File: config.mk
export PLATFORM = sky130hd
export DESIGN_NAME = lcg_jump_ahead
export DESIGN_NICKNAME = d
export VERILOG_FILES = /design/src/design/lcgja_pkg.sv /design/src/design/lcg_jump_ahead.sv /design/src/design/lcgja_datapath.sv
export VERILOG_INCLUDE_DIRS = /design/src /design/src/design
export SDC_FILE = /design/constraint.sdc
export NUM_CORES = 2
export LEC_CHECK = 0
export BUFFER_PORTS_ARGS = -buffer_cell sky130_fd_sc_hd__clkbuf_2
export CAP_MARGIN = 25
export CORE_MARGIN = 1
export CORE_UTILIZATION = 51
export CTS_BUF_LIST = sky130_fd_sc_hd__clkbuf_16
export CTS_CLUSTER_SIZE = 12
export DETAILED_ROUTE_END_ITERATION = 10
export GPL_TIMING_DRIVEN = 1
export HOLD_SLACK_MARGIN = 0.03
export PLACE_DENSITY = 0.68
export RECOVER_POWER = 100
export SETUP_SLACK_MARGIN = 0.3
export SLEW_MARGIN = 40
export SYNTH_ARGS = -nofsm -noshare
export SYNTH_HDL_FRONTEND = slang
export SYNTH_SLANG_ARGS = --single-unit
File: constraint.sdc
create_clock -name clk -period 11.2 [get_ports clk]
set_clock_uncertainty 0.05 [all_clocks]
set_input_delay 1.68 -clock clk [delete_from_list [all_inputs] [get_ports clk]]
set_output_delay 1.68 -clock clk [all_outputs]
set_load 0.03 [all_outputs]
File: src/design/lcg_jump_ahead_defines.svh
// Assertion macros used by the jump-ahead top module.
`ifndef LCG_JUMP_AHEAD_DEFINES_SVH
`define LCG_JUMP_AHEAD_DEFINES_SVH

// Same-cycle implication, sampled on clk, off while rst_n is low
`define LCGJA_ASSERT_SAME(label, ante, cons, msg) \
    label: assert property (@(posedge clk) disable iff (!rst_n) (ante) |-> (cons)) \
        else $error(msg);

// Next-cycle implication, sampled on clk, off while rst_n is low
`define LCGJA_ASSERT_NEXT(label, ante, cons, msg) \
    label: assert property (@(posedge clk) disable iff (!rst_n) (ante) |=> (cons)) \
        else $error(msg);

`endif

File: src/design/lcgja_pkg.sv
package lcgja_pkg;

    // Generator constants
    localparam int unsigned SEED_W  = 32;
    localparam logic [SEED_W-1:0] LCG_MUL = 32'h0003_43FD;  // 214013
    localparam logic [SEED_W-1:0] LCG_ADD = 32'h0026_9EC3;  // 2531011

    // Request opcodes
    typedef enum logic [0:0] {
        OP_LOAD    = 1'b0,
        OP_ADVANCE = 1'b1
    } op_t;

    // Multiplier B operand (A is always the current power)
    typedef enum logic [1:0] {
        BSEL_SEED = 2'd0,
        BSEL_ADD  = 2'd1,
        BSEL_MUL  = 2'd2
    } bsel_t;

    // Writeback target of the registered product
    typedef enum logic [1:0] {
        WB_NONE = 2'd0,
        WB_SEED = 2'd1,  // seed = product + add term
        WB_ADD  = 2'd2,  // add  = product + add term
        WB_MUL  = 2'd3   // mul  = product
    } wb_t;

    // Branch conditions
    typedef enum logic [1:0] {
        COND_ALWAYS  = 2'd0,
        COND_NEVER   = 2'd1,
        COND_BIT_CLR = 2'd2,  // low bit of remaining count is zero
        COND_LAST    = 2'd3   // no count bits above the low one
    } cond_t;

    // Microcode addresses
    localparam int unsigned UADDR_W = 3;
    typedef logic [UADDR_W-1:0] uaddr_t;
    localparam uaddr_t UA_LOOP      = 3'd0;
    localparam uaddr_t UA_SEED_WB   = 3'd1;
    localparam uaddr_t UA_DONE      = 3'd2;
    localparam uaddr_t UA_ADD_ISSUE = 3'd3;
    localparam uaddr_t UA_ADD_WB    = 3'd4;
    localparam uaddr_t UA_MUL_WB    = 3'd5;
    localparam uaddr_t UA_LAST      = UA_MUL_WB;

    // One control word
    typedef struct packed {
        bsel_t  b_sel;
        wb_t    wb;
        logic   shift_n;
        logic   done;
        cond_t  cond;
        uaddr_t jump;
        uaddr_t next;
    } uword_t;

    // Control from the sequencer to the datapath
    typedef struct packed {
        logic   load_seed;
        logic   init_adv;
        logic   run;
        uword_t uw;
    } dp_ctl_t;

    // Status from the datapath to the sequencer
    typedef struct packed {
        logic bit_clr;
        logic last;
    } dp_stat_t;

    // Microprogram: one exponent bit per pass through LOOP..MUL_WB.
    // Set bit:   seed = P^k * seed + S_k, then square the step map.
    // Clear bit: only square the step map.
    function automatic uword_t ucode(input uaddr_t addr);
        uword_t w;
        w = '{b_sel: BSEL_SEED, wb: WB_NONE, shift_n: 1'b0, done: 1'b1,
              cond: COND_ALWAYS, jump: UA_DONE, next: UA_DONE};
        case (addr)
            UA_LOOP:
                w = '{b_sel: BSEL_SEED, wb: WB_NONE, shift_n: 1'b0, done: 1'b0,
                      cond: COND_BIT_CLR, jump: UA_ADD_ISSUE, next: UA_SEED_WB};
            UA_SEED_WB:
                w = '{b_sel: BSEL_ADD, wb: WB_SEED, shift_n: 1'b0, done: 1'b0,
                      cond: COND_LAST, jump: UA_DONE, next: UA_ADD_WB};
            UA_DONE:
                w = '{b_sel: BSEL_SEED, wb: WB_NONE, shift_n: 1'b0, done: 1'b1,
                      cond: COND_ALWAYS, jump: UA_DONE, next: UA_DONE};
            UA_ADD_ISSUE:
                w = '{b_sel: BSEL_ADD, wb: WB_NONE, shift_n: 1'b0, done: 1'b0,
                      cond: COND_NEVER, jump: UA_ADD_WB, next: UA_ADD_WB};
            UA_ADD_WB:
                w = '{b_sel: BSEL_MUL, wb: WB_ADD, shift_n: 1'b0, done: 1'b0,
                      cond: COND_NEVER, jump: UA_MUL_WB, next: UA_MUL_WB};
            UA_MUL_WB:
                w = '{b_sel: BSEL_SEED, wb: WB_MUL, shift_n: 1'b1, done: 1'b0,
                      cond: COND_LAST, jump: UA_DONE, next: UA_LOOP};
            default:
                w = '{b_sel: BSEL_SEED, wb: WB_NONE, shift_n: 1'b0, done: 1'b1,
                      cond: COND_ALWAYS, jump: UA_DONE, next: UA_DONE};
        endcase
        return w;
    endfunction

endpackage

File: src/design/lcg_jump_ahead.sv
// Jump-ahead unit for the 32-bit generator seed*214013+2531011 mod 2^32. A load request
// replaces the seed; an advance request moves it by step_count steps (zero means the full
// period, which returns the seed unchanged). Every request returns the resulting seed on
// new_seed. One request is worked on at a time. A load or a zero-count advance goes
// straight to the done step after acceptance. A nonzero advance runs a microcoded loop
// around one shared 32x32 multiplier, one pass per count bit up to the highest set bit,
// where the loop ends after the seed update. A finished result sits in the output register
// until taken, and a new request is accepted as soon as the unit is free.
module lcg_jump_ahead (
    input  logic                          clk,
    input  logic                          rst_n,
    input  logic                          in_valid,
    output logic                          in_ready,
    input  logic                          operation,
    input  logic [lcgja_pkg::SEED_W-1:0]  seed_value,
    input  logic [lcgja_pkg::SEED_W-1:0]  step_count,
    output logic                          out_valid,
    input  logic                          out_ready,
    output logic [lcgja_pkg::SEED_W-1:0]  new_seed
);

`include "lcg_jump_ahead_defines.svh"

    typedef enum logic [1:0] {
        ST_IDLE = 2'b01,
        ST_RUN  = 2'b10
    } state_t;

    state_t                        state_reg, state_next;
    lcgja_pkg::uaddr_t             pc_reg, pc_next;
    logic                          out_valid_reg, out_valid_next;
    logic [lcgja_pkg::SEED_W-1:0]  new_seed_reg, new_seed_next;
    lcgja_pkg::uword_t             uw;
    lcgja_pkg::dp_ctl_t            ctl;
    lcgja_pkg::dp_stat_t           stat;
    logic [lcgja_pkg::SEED_W-1:0]  seed;
    logic                          accept;
    logic                          is_adv;
    logic                          cond_true;
    logic                          finish;

    assign in_ready = (state_reg == ST_IDLE);
    assign accept   = in_valid & in_ready;
    assign is_adv   = (lcgja_pkg::op_t'(operation) == lcgja_pkg::OP_ADVANCE);

    // Control store lookup
    assign uw = lcgja_pkg::ucode(pc_reg);

    always_comb
    begin
        case (uw.cond)
            lcgja_pkg::COND_ALWAYS:  cond_true = 1'b1;
            lcgja_pkg::COND_NEVER:   cond_true = 1'b0;
            lcgja_pkg::COND_BIT_CLR: cond_true = stat.bit_clr;
            lcgja_pkg::COND_LAST:    cond_true = stat.last;
            default:                 cond_true = 1'b0;
        endcase
    end

    // Result goes out once the output register is free
    assign finish = (state_reg == ST_RUN) & uw.done & (~out_valid_reg | out_ready);

    // Sequencer
    always_comb
    begin
        state_next = state_reg;
        pc_next    = pc_reg;
        case (state_reg)
            ST_IDLE:
            begin
                if (accept)
                begin
                    state_next = ST_RUN;
                    if (is_adv && (step_count != '0))
                        pc_next = lcgja_pkg::UA_LOOP;
                    else
                        pc_next = lcgja_pkg::UA_DONE;
                end
            end
            ST_RUN:
            begin
                if (uw.done)
                begin
                    if (finish)
                        state_next = ST_IDLE;
                end
                else if (cond_true)
                    pc_next = uw.jump;
                else
                    pc_next = uw.next;
            end
            default:
            begin
                state_next = ST_IDLE;
                pc_next    = lcgja_pkg::UA_DONE;
            end
        endcase
    end

    // Datapath control
    always_comb
    begin
        ctl.load_seed = accept & ~is_adv;
        ctl.init_adv  = accept & is_adv;
        ctl.run       = (state_reg == ST_RUN);
        ctl.uw        = uw;
    end

    lcgja_datapath u_datapath (
        .clk        (clk),
        .rst_n      (rst_n),
        .ctl        (ctl),
        .seed_value (seed_value),
        .step_count (step_count),
        .stat       (stat),
        .seed       (seed)
    );

    // Output register
    assign out_valid_next = finish | (out_valid_reg & ~out_ready);
    assign new_seed_next  = finish ? seed : new_seed_reg;

    always_ff @(posedge clk or negedge rst_n)
    begin
        if (!rst_n)
        begin
            state_reg     <= ST_IDLE;
            pc_reg        <= lcgja_pkg::UA_DONE;
            out_valid_reg <= 1'b0;
        end
        else
        begin
            state_reg     <= state_next;
            pc_reg        <= pc_next;
            out_valid_reg <= out_valid_next;
        end
    end

    always_ff @(posedge clk)
    begin
        new_seed_reg <= new_seed_next;
    end

    assign out_valid = out_valid_reg;
    assign new_seed  = new_seed_reg;

    // Checks
    `LCGJA_ASSERT_SAME(a_result_from_run, $rose(out_valid_reg),
        $past(state_reg == ST_RUN) && $past(uw.done), "result raised outside a finished run")
    `LCGJA_ASSERT_NEXT(a_run_until_done, (state_reg == ST_RUN) && !uw.done,
        state_reg == ST_RUN, "run left before reaching the done step")
    `LCGJA_ASSERT_SAME(a_pc_in_program, state_reg == ST_RUN,
        pc_reg <= lcgja_pkg::UA_LAST, "step counter outside the microprogram")

endmodule

File: src/design/lcgja_datapath.sv
module lcgja_datapath (
    input  logic                              clk,
    input  logic                              rst_n,
    input  lcgja_pkg::dp_ctl_t                ctl,
    input  logic [lcgja_pkg::SEED_W-1:0]      seed_value,
    input  logic [lcgja_pkg::SEED_W-1:0]      step_count,
    output lcgja_pkg::dp_stat_t               stat,
    output logic [lcgja_pkg::SEED_W-1:0]      seed
);

    logic [lcgja_pkg::SEED_W-1:0] seed_reg, seed_next;
    logic [lcgja_pkg::SEED_W-1:0] mul_reg, mul_next;   // multiplier of current step map
    logic [lcgja_pkg::SEED_W-1:0] add_reg, add_next;   // addend of current step map
    logic [lcgja_pkg::SEED_W-1:0] n_reg, n_next;       // remaining count bits
    logic [lcgja_pkg::SEED_W-1:0] prod_reg, prod_next;
    logic [lcgja_pkg::SEED_W-1:0] b_op;
    logic [lcgja_pkg::SEED_W-1:0] wb_sum;

    // Shared multiplier, low word only
    always_comb
    begin
        case (ctl.uw.b_sel)
            lcgja_pkg::BSEL_SEED: b_op = seed_reg;
            lcgja_pkg::BSEL_ADD:  b_op = add_reg;
            lcgja_pkg::BSEL_MUL:  b_op = mul_reg;
            default:              b_op = seed_reg;
        endcase
        prod_next = lcgja_pkg::SEED_W'(mul_reg * b_op);
    end

    assign wb_sum = prod_reg + add_reg;

    // Register updates
    always_comb
    begin
        seed_next = seed_reg;
        add_next  = add_reg;
        mul_next  = mul_reg;
        n_next    = n_reg;
        if (ctl.load_seed)
            seed_next = seed_value;
        if (ctl.init_adv)
        begin
            mul_next = lcgja_pkg::LCG_MUL;
            add_next = lcgja_pkg::LCG_ADD;
            n_next   = step_count;
        end
        if (ctl.run)
        begin
            case (ctl.uw.wb)
                lcgja_pkg::WB_SEED: seed_next = wb_sum;
                lcgja_pkg::WB_ADD:  add_next  = wb_sum;
                lcgja_pkg::WB_MUL:  mul_next  = prod_reg;
                default:            ;
            endcase
            if (ctl.uw.shift_n)
                n_next = n_reg >> 1;
        end
    end

    // Seed is architectural state
    always_ff @(posedge clk or negedge rst_n)
    begin
        if (!rst_n)
            seed_reg <= '0;
        else
            seed_reg <= seed_next;
    end

    // Working registers
    always_ff @(posedge clk)
    begin
        mul_reg  <= mul_next;
        add_reg  <= add_next;
        n_reg    <= n_next;
        prod_reg <= prod_next;
    end

    assign stat.bit_clr = ~n_reg[0];
    assign stat.last    = (n_reg[lcgja_pkg::SEED_W-1:1] == '0);
    assign seed         = seed_reg;

endmodule

Word-level counts from Yosys, hierarchy flattened
Cells that the tools add are included.

Register bits after elaboration: 198. Bits of input ports: 69. Output and inout bits: 34.

Add/sub/neg operators: 1. Multiply operators: 1. Eq/ne operators: 18. Multiplexer cells: 24. Bitwise operators: 12. Reductions and logical operators: 7.

Operator list (number): $mux W32 (12); $pmux W14 S5 (1); $pmux W32 S2 (1); $add A32 B32 Y32 (1); $mul A32 B32 Y32 (1); $reduce_bool A32 Y1 (1); $logic_not A31 Y1 (1); $eq A2 B2 Y1 const B (6); $mux W3 (3); $eq A2 B1 Y1 const B (4); $mux W2 (4); $and A1 B1 Y1 (6); $eq A3 B3 Y1 const B (2); $pmux W3 S2 (1); $ne A2 B1 Y1 const B (2); $ne A2 B2 Y1 const B (2); $not A1 Y1 (4); $pmux W1 S4 (1); $pmux W2 S2 (1); $eq A3 B1 Y1 const B (1); $eq A3 B2 Y1 const B (1); $logic_not A3 Y1 (1); $reduce_and A3 Y1 (1); $logic_not A2 Y1 (1); 3 further kinds (4).

Longest topological paths before layout
Depth in word-level cells: 7. Depth in mapped cells: 34. Depth with buffers taken out: 29.

Hierarchy
A second synthesis with hierarchy kept.

Cells, all modules: 2783. Area total of the unflattened synthesis: 25145.4 um2.

Modules (own cells, without submodules): lcgja_datapath (instances 1, cells each 2683, area each 23586.4 um2, seq. area each 3363.2 um2); lcg_jump_ahead (instances 1, cells each 100, area each 1559.0 um2, seq. area each 1113.6 um2).

Worst setup path before layout
No wires, ideal clock.

Path kind: register to register. Start point: register pc_reg[1]. End point: register u_datapath.prod_reg[31] (netlist name). Arrival: 7.840 ns. Data required time: 11.023 ns. Setup slack: 3.183 ns. Cell stages (with the launch flop): 31. Buffers on the path: 4. Cells stage by stage: dfstp_2 -> buf_4 -> nand2b_1 -> buf_6 -> mux2i_1 -> mux2i_1 -> clkbuf_1 -> clkbuf_1 -> nand2_1 -> fa_1 -> inv_1 -> fa_1 -> inv_1 -> fa_1 -> inv_1 -> fa_1 -> inv_1 -> fa_1 -> fa_1 -> fa_1 -> inv_1 -> fa_1 -> xnor2_1 -> xnor2_1 -> xnor2_1 -> xnor2_1 -> xnor3_1 -> xnor3_1 -> xnor3_1 -> xnor3_1 -> xnor2_1.

Longest elaborated chain between the ends: 5. Elaborated cells on any way between the ends: 10. Those cells by class: 1 x mul; 6 x eq/ne; 2 x mux; 1 x reduce/logical.

RTL lines: start, declared (RTL line lcg_jump_ahead.sv:30) `lcgja_pkg::uaddr_t pc_reg, pc_next;`; start signal, assigned (RTL line lcg_jump_ahead.sv:128) `pc_reg <= lcgja_pkg::UA_DONE;`; start signal, assigned (RTL line lcg_jump_ahead.sv:134) `pc_reg <= pc_next;`; $eq A3 B3 Y1 (tied with other cells) (RTL line lcgja_pkg.sv:80) `case (addr)`; $pmux W14 S5 * (RTL line lcgja_pkg.sv:80); $eq A2 B2 Y1 / $eq A2 B1 Y1 (equally long branches) (RTL line lcgja_datapath.sv:22) `case (ctl.uw.b_sel)`; $pmux W32 S2 * (RTL line lcgja_datapath.sv:22); $mul A32 B32 Y32 * (RTL line lcgja_datapath.sv:28) `prod_next = lcgja_pkg::SEED_W'(mul_reg * b_op);`; named net u_datapath.prod_next (one bit) (RTL line lcgja_datapath.sv:15) `logic [lcgja_pkg::SEED_W-1:0] prod_reg, prod_next;`; end signal, assigned (RTL line lcgja_datapath.sv:76) `prod_reg <= prod_next;`; end, declared (RTL line lcgja_datapath.sv:15).

Mark *: on every way through the listed nets, which the timed path passes. The rest lies on a longest branch. A chain may end at the register's enable or synchronous reset.

Worst setup path after layout
Start point: register pc_reg[2]. End point: register u_datapath.prod_reg[31] (netlist name).

The elaborated chain is that of the path after synthesis.

==> results by group <==
Outcome
  • Status: finished, violations left
  • Failing checks: max-capacitance violations, max-slew violations

Global routing
  • Vias in the first global route: 20700
  • Layer with the highest usage: met2
  • First-pass GRT wire length: about 110 mm
  • GR Overflow Total: 0
  • M3 GR Usage: 0.0455
  • Initial antenna violation count: 3
  • Largest net degree at the start of global routing: 77
  • GR Util met2: 0.489
  • Total track usage: 0.294
  • Grt met1 use: 0.385

Yosys
  • Unique masters post-synth: 67
  • Post-synth EDFFs: 32
  • Ys flop type: dfxtp_1
  • Post-Synthesis Cells: around 2700
  • #FFs+latches synth: 198
  • Synthesized area per cell: 9.18 sq um
  • Synth async-reset ratio: 0.192
  • Post-synthesis instance area: 25100 sq um
  • Yosys top cell area share: 0.326
  • Top post-synthesis cells by area: fa_1, dfxtp_1, ha_1
  • Sequential-to-total area share from yosys stat: 0.178
  • Synth warn: 0
  • Area leader, netlist: fa_1
  • Syn nets: 3372

Final layout
  • Filler instances: around 4400
  • NumNets Final: between 3000 and 4000
  • Post-Layout Cell Count: 3418
  • Antenna Cells: 0
  • Synth-to-Final Area Change: 6.17%
  • Share of layout cells above drive strength 1: 0.0699
  • Design area: about 27000 sq um

CTS
  • CTS root buf: clkbuf_16
  • Hold buffer count at CTS: 0
  • Clock slew at reported path FFs: 0.07 ns
  • Cts repair resizes: 0
  • Clock tree buffer depth: 2
  • Worst-Skew Late Latency: 0.45 ns
  • Clk sinks: approximately 200
  • Htree depth: 4
  • Cts bufs inserted: 17
  • CTS tree: built
  • Post-CTS setup buffers: 0

Placed design
  • Placed inst area: about 26000 sq um
  • IO Port Bufs: 102
  • Post-DP HPWL: 52.9 mm
  • Gp weighted congestion: 0.938
  • # placed instances: 3386

Timing
  • Slew margin rel.: -1.05
  • Unrepaired setup endpoints after global routing: no
  • Total negative setup slack: 0 ns
  • Worst-Margin Slew: ~3 ns
  • Slew Limit Fails: about 340
  • Max frequency: 101 MHz
  • Final Hold Viols: 0
  • Final setup viols: 0
  • Period utilization: 0.880
  • Min Tclk post-route: 9.86 ns

Routing
  • Via Count: 19400
  • Detail Route Antenna Nets: 0
  • Avg WL per Cell: roughly 21 um
  • DR vias/cell: 5.68
  • WL final: 71.1 mm
  • DRC Markers: 0
  • Initial DRC count: 1540
  • Drt first pass iters: 5

Floorplanning
  • Core area: 48100 sq um
  • Row Count: 80
  • Num ports: 103
  • Initial Util: 0.522
  • Die H: 224 um
  • Die W: 224 um
  • Die ar.: 50200 sq um

Setup path
  • Worst R2R Start: pc_reg[2]$_DFFE_PN0P_
  • Worst Setup Start Kind: flip-flop
  • Arrival time worst endpoint: 10.14 ns
  • Worst setup path start: pc_reg[2]$_DFFE_PN0P_
  • WS Path Type: flip-flop to flip-flop
  • CP endpoint kind: flip-flop
  • Largest fanout on the critical path: 31
  • CP max-delay cell: clkbuf_1
  • Worst Path Required: roughly 11 ns
  • Critical Path Most Common Cell: fa_1
  • Slowest stage delay, CP: 1.21 ns
  • R2r setup slk: 1.34 ns

Job
  • Max-cap violations: 8

Hold path
  • Worst hold path type: flip-flop to flip-flop
  • Worst Hold Launch: u_datapath.n_reg[0]$_DFF_P_
[synth_stat cells, types with 4 or more instances]
library cell and count:
mux2_2 30, a21boi_0 5, and2_1 247, buf_6 6, a211oi_1 5, o31ai_1 4
or3_1 5, nand4_1 7, o22a_1 12, dfrtp_1 36, buf_1 6, nand2_1 371
o211ai_1 4, and3_1 11, nor2_1 80, or2_2 4, mux2i_1 34, nand2b_1 23
nor4_1 19, ha_1 156, nor3_1 16, xnor3_1 6, a21o_1 35, inv_1 423
fa_1 409, a22oi_1 9, edfxtp_1 32, xor2_1 27, clkbuf_1 131, o21bai_1 7
a21o_2 4, nor2b_1 45, o21ai_0 99, nand3_1 39, a21oi_1 65, a31oi_1 38
a22o_1 31, dfxtp_1 128, xnor2_1 68, o21a_1 16
[layout make-up]
cell class / instances / area (sq um) / share of cell area
Tap cell: 656 / 821 / 0.0308
Clock buffer: 17 / 425 / 0.0159
Clock inverter: 15 / 120 / 0.00450
Inverter: 423 / 1590 / 0.0595
Timing Repair Buffer: 141 / 734 / 0.0275
Sequential cell: 198 / 4490 / 0.168
Multi-Input combinational cell: 1968 / 18500 / 0.693
[worst max-delay path, delay by kind of cell (launching register included)]
kind	cells	cell delay, ns
flops	1	0.81
buf+inv	4	1.36
simple gates	3	0.77
compound gates	9	2.20
xor+xnor	1	0.11
fa+ha+maj	9	4.38
[metal layers]
metal	up-vias	part of all wire	wire (um)
met5	-	0.000084	6
met4	2	0.039	2790
met3	178	0.072	5100
met2	709	0.47	33700
met1	9917	0.41	29500
li1	8622	-	-
[cell usage in the layout, fill, tap and decap left out, types with 19 or more instances in the layout]
master | netlist | layout
mux2i_1 | 34 | 30
a22o_1 | 31 | 31
mux2_2 | 30 | 30
xnor2_1 | 68 | 68
inv_1 | 423 | 423
clkbuf_1 | 131 | 43
and2_1 | 247 | 244
edfxtp_1 | 32 | 32
buf_4 | 3 | 33
clkbuf_2 | 0 | 65
nor2_1 | 80 | 80
fa_1 | 409 | 409
nor2b_1 | 45 | 44
dfxtp_1 | 128 | 122
a21oi_1 | 65 | 64
a21o_1 | 35 | 34
xor2_1 | 27 | 27
ha_1 | 156 | 156
o21ai_0 | 99 | 97
dfrtp_1 | 36 | 36
nand3_1 | 39 | 37
nor4_1 | 19 | 19
nand2_1 | 371 | 370
nand2b_1 | 23 | 23
a31oi_1 | 38 | 38
[metrics by stage]
step / util / setup slack (ns) / hold slack (ns)
6_report: 0.554 / 1.34 / 0.434
5_1_grt: 0.554 / 0.850 / 0.458
4_1_cts: 0.557 / 2.02 / 0.429
3_5_place_dp: 0.545 / 2.02 / 0.419
3_3_place_gp: 0.544 / 2.09 / 0.419
2_1_floorplan: - / 3.18 / 0.391
[cell families (layout without fill, tap and decap cells)]
| group | Yosys count | after routing | share of synthesized area |
|---|---|---|---|
| multiplexers | 64 | 64 | 0.0270 |
| AND/OR/NAND/NOR | 878 | 878 | 0.172 |
| flip-flops | 198 | 198 | 0.178 |
| AO/OA/AOI/OAI | 360 | 360 | 0.0932 |
| adder cells (fa/ha/maj) | 565 | 565 | 0.403 |
| buffers and inverters | 572 | 596 | 0.0878 |
| XOR/XNOR | 101 | 101 | 0.0385 |
[worst paths after layout]
path / depth (start not counted) / endpoint
setup / recovery: 26 / u_datapath.prod_reg[31]$_DFF_P_
hold / removal: 2 / u_datapath.n_reg[0]$_DFF_P_
setup reg to reg: 26 / u_datapath.prod_reg[31]$_DFF_P_
hold reg to reg: 2 / u_datapath.n_reg[0]$_DFF_P_
max in group asynchronous: 1 / u_datapath.seed[16]$_DFF_PN0_
min in group asynchronous: 1 / out_valid$_DFF_PN0_
Power is not shown: default switching activity piles up to over one toggle a cycle in this logic, so the estimate is an artifact.
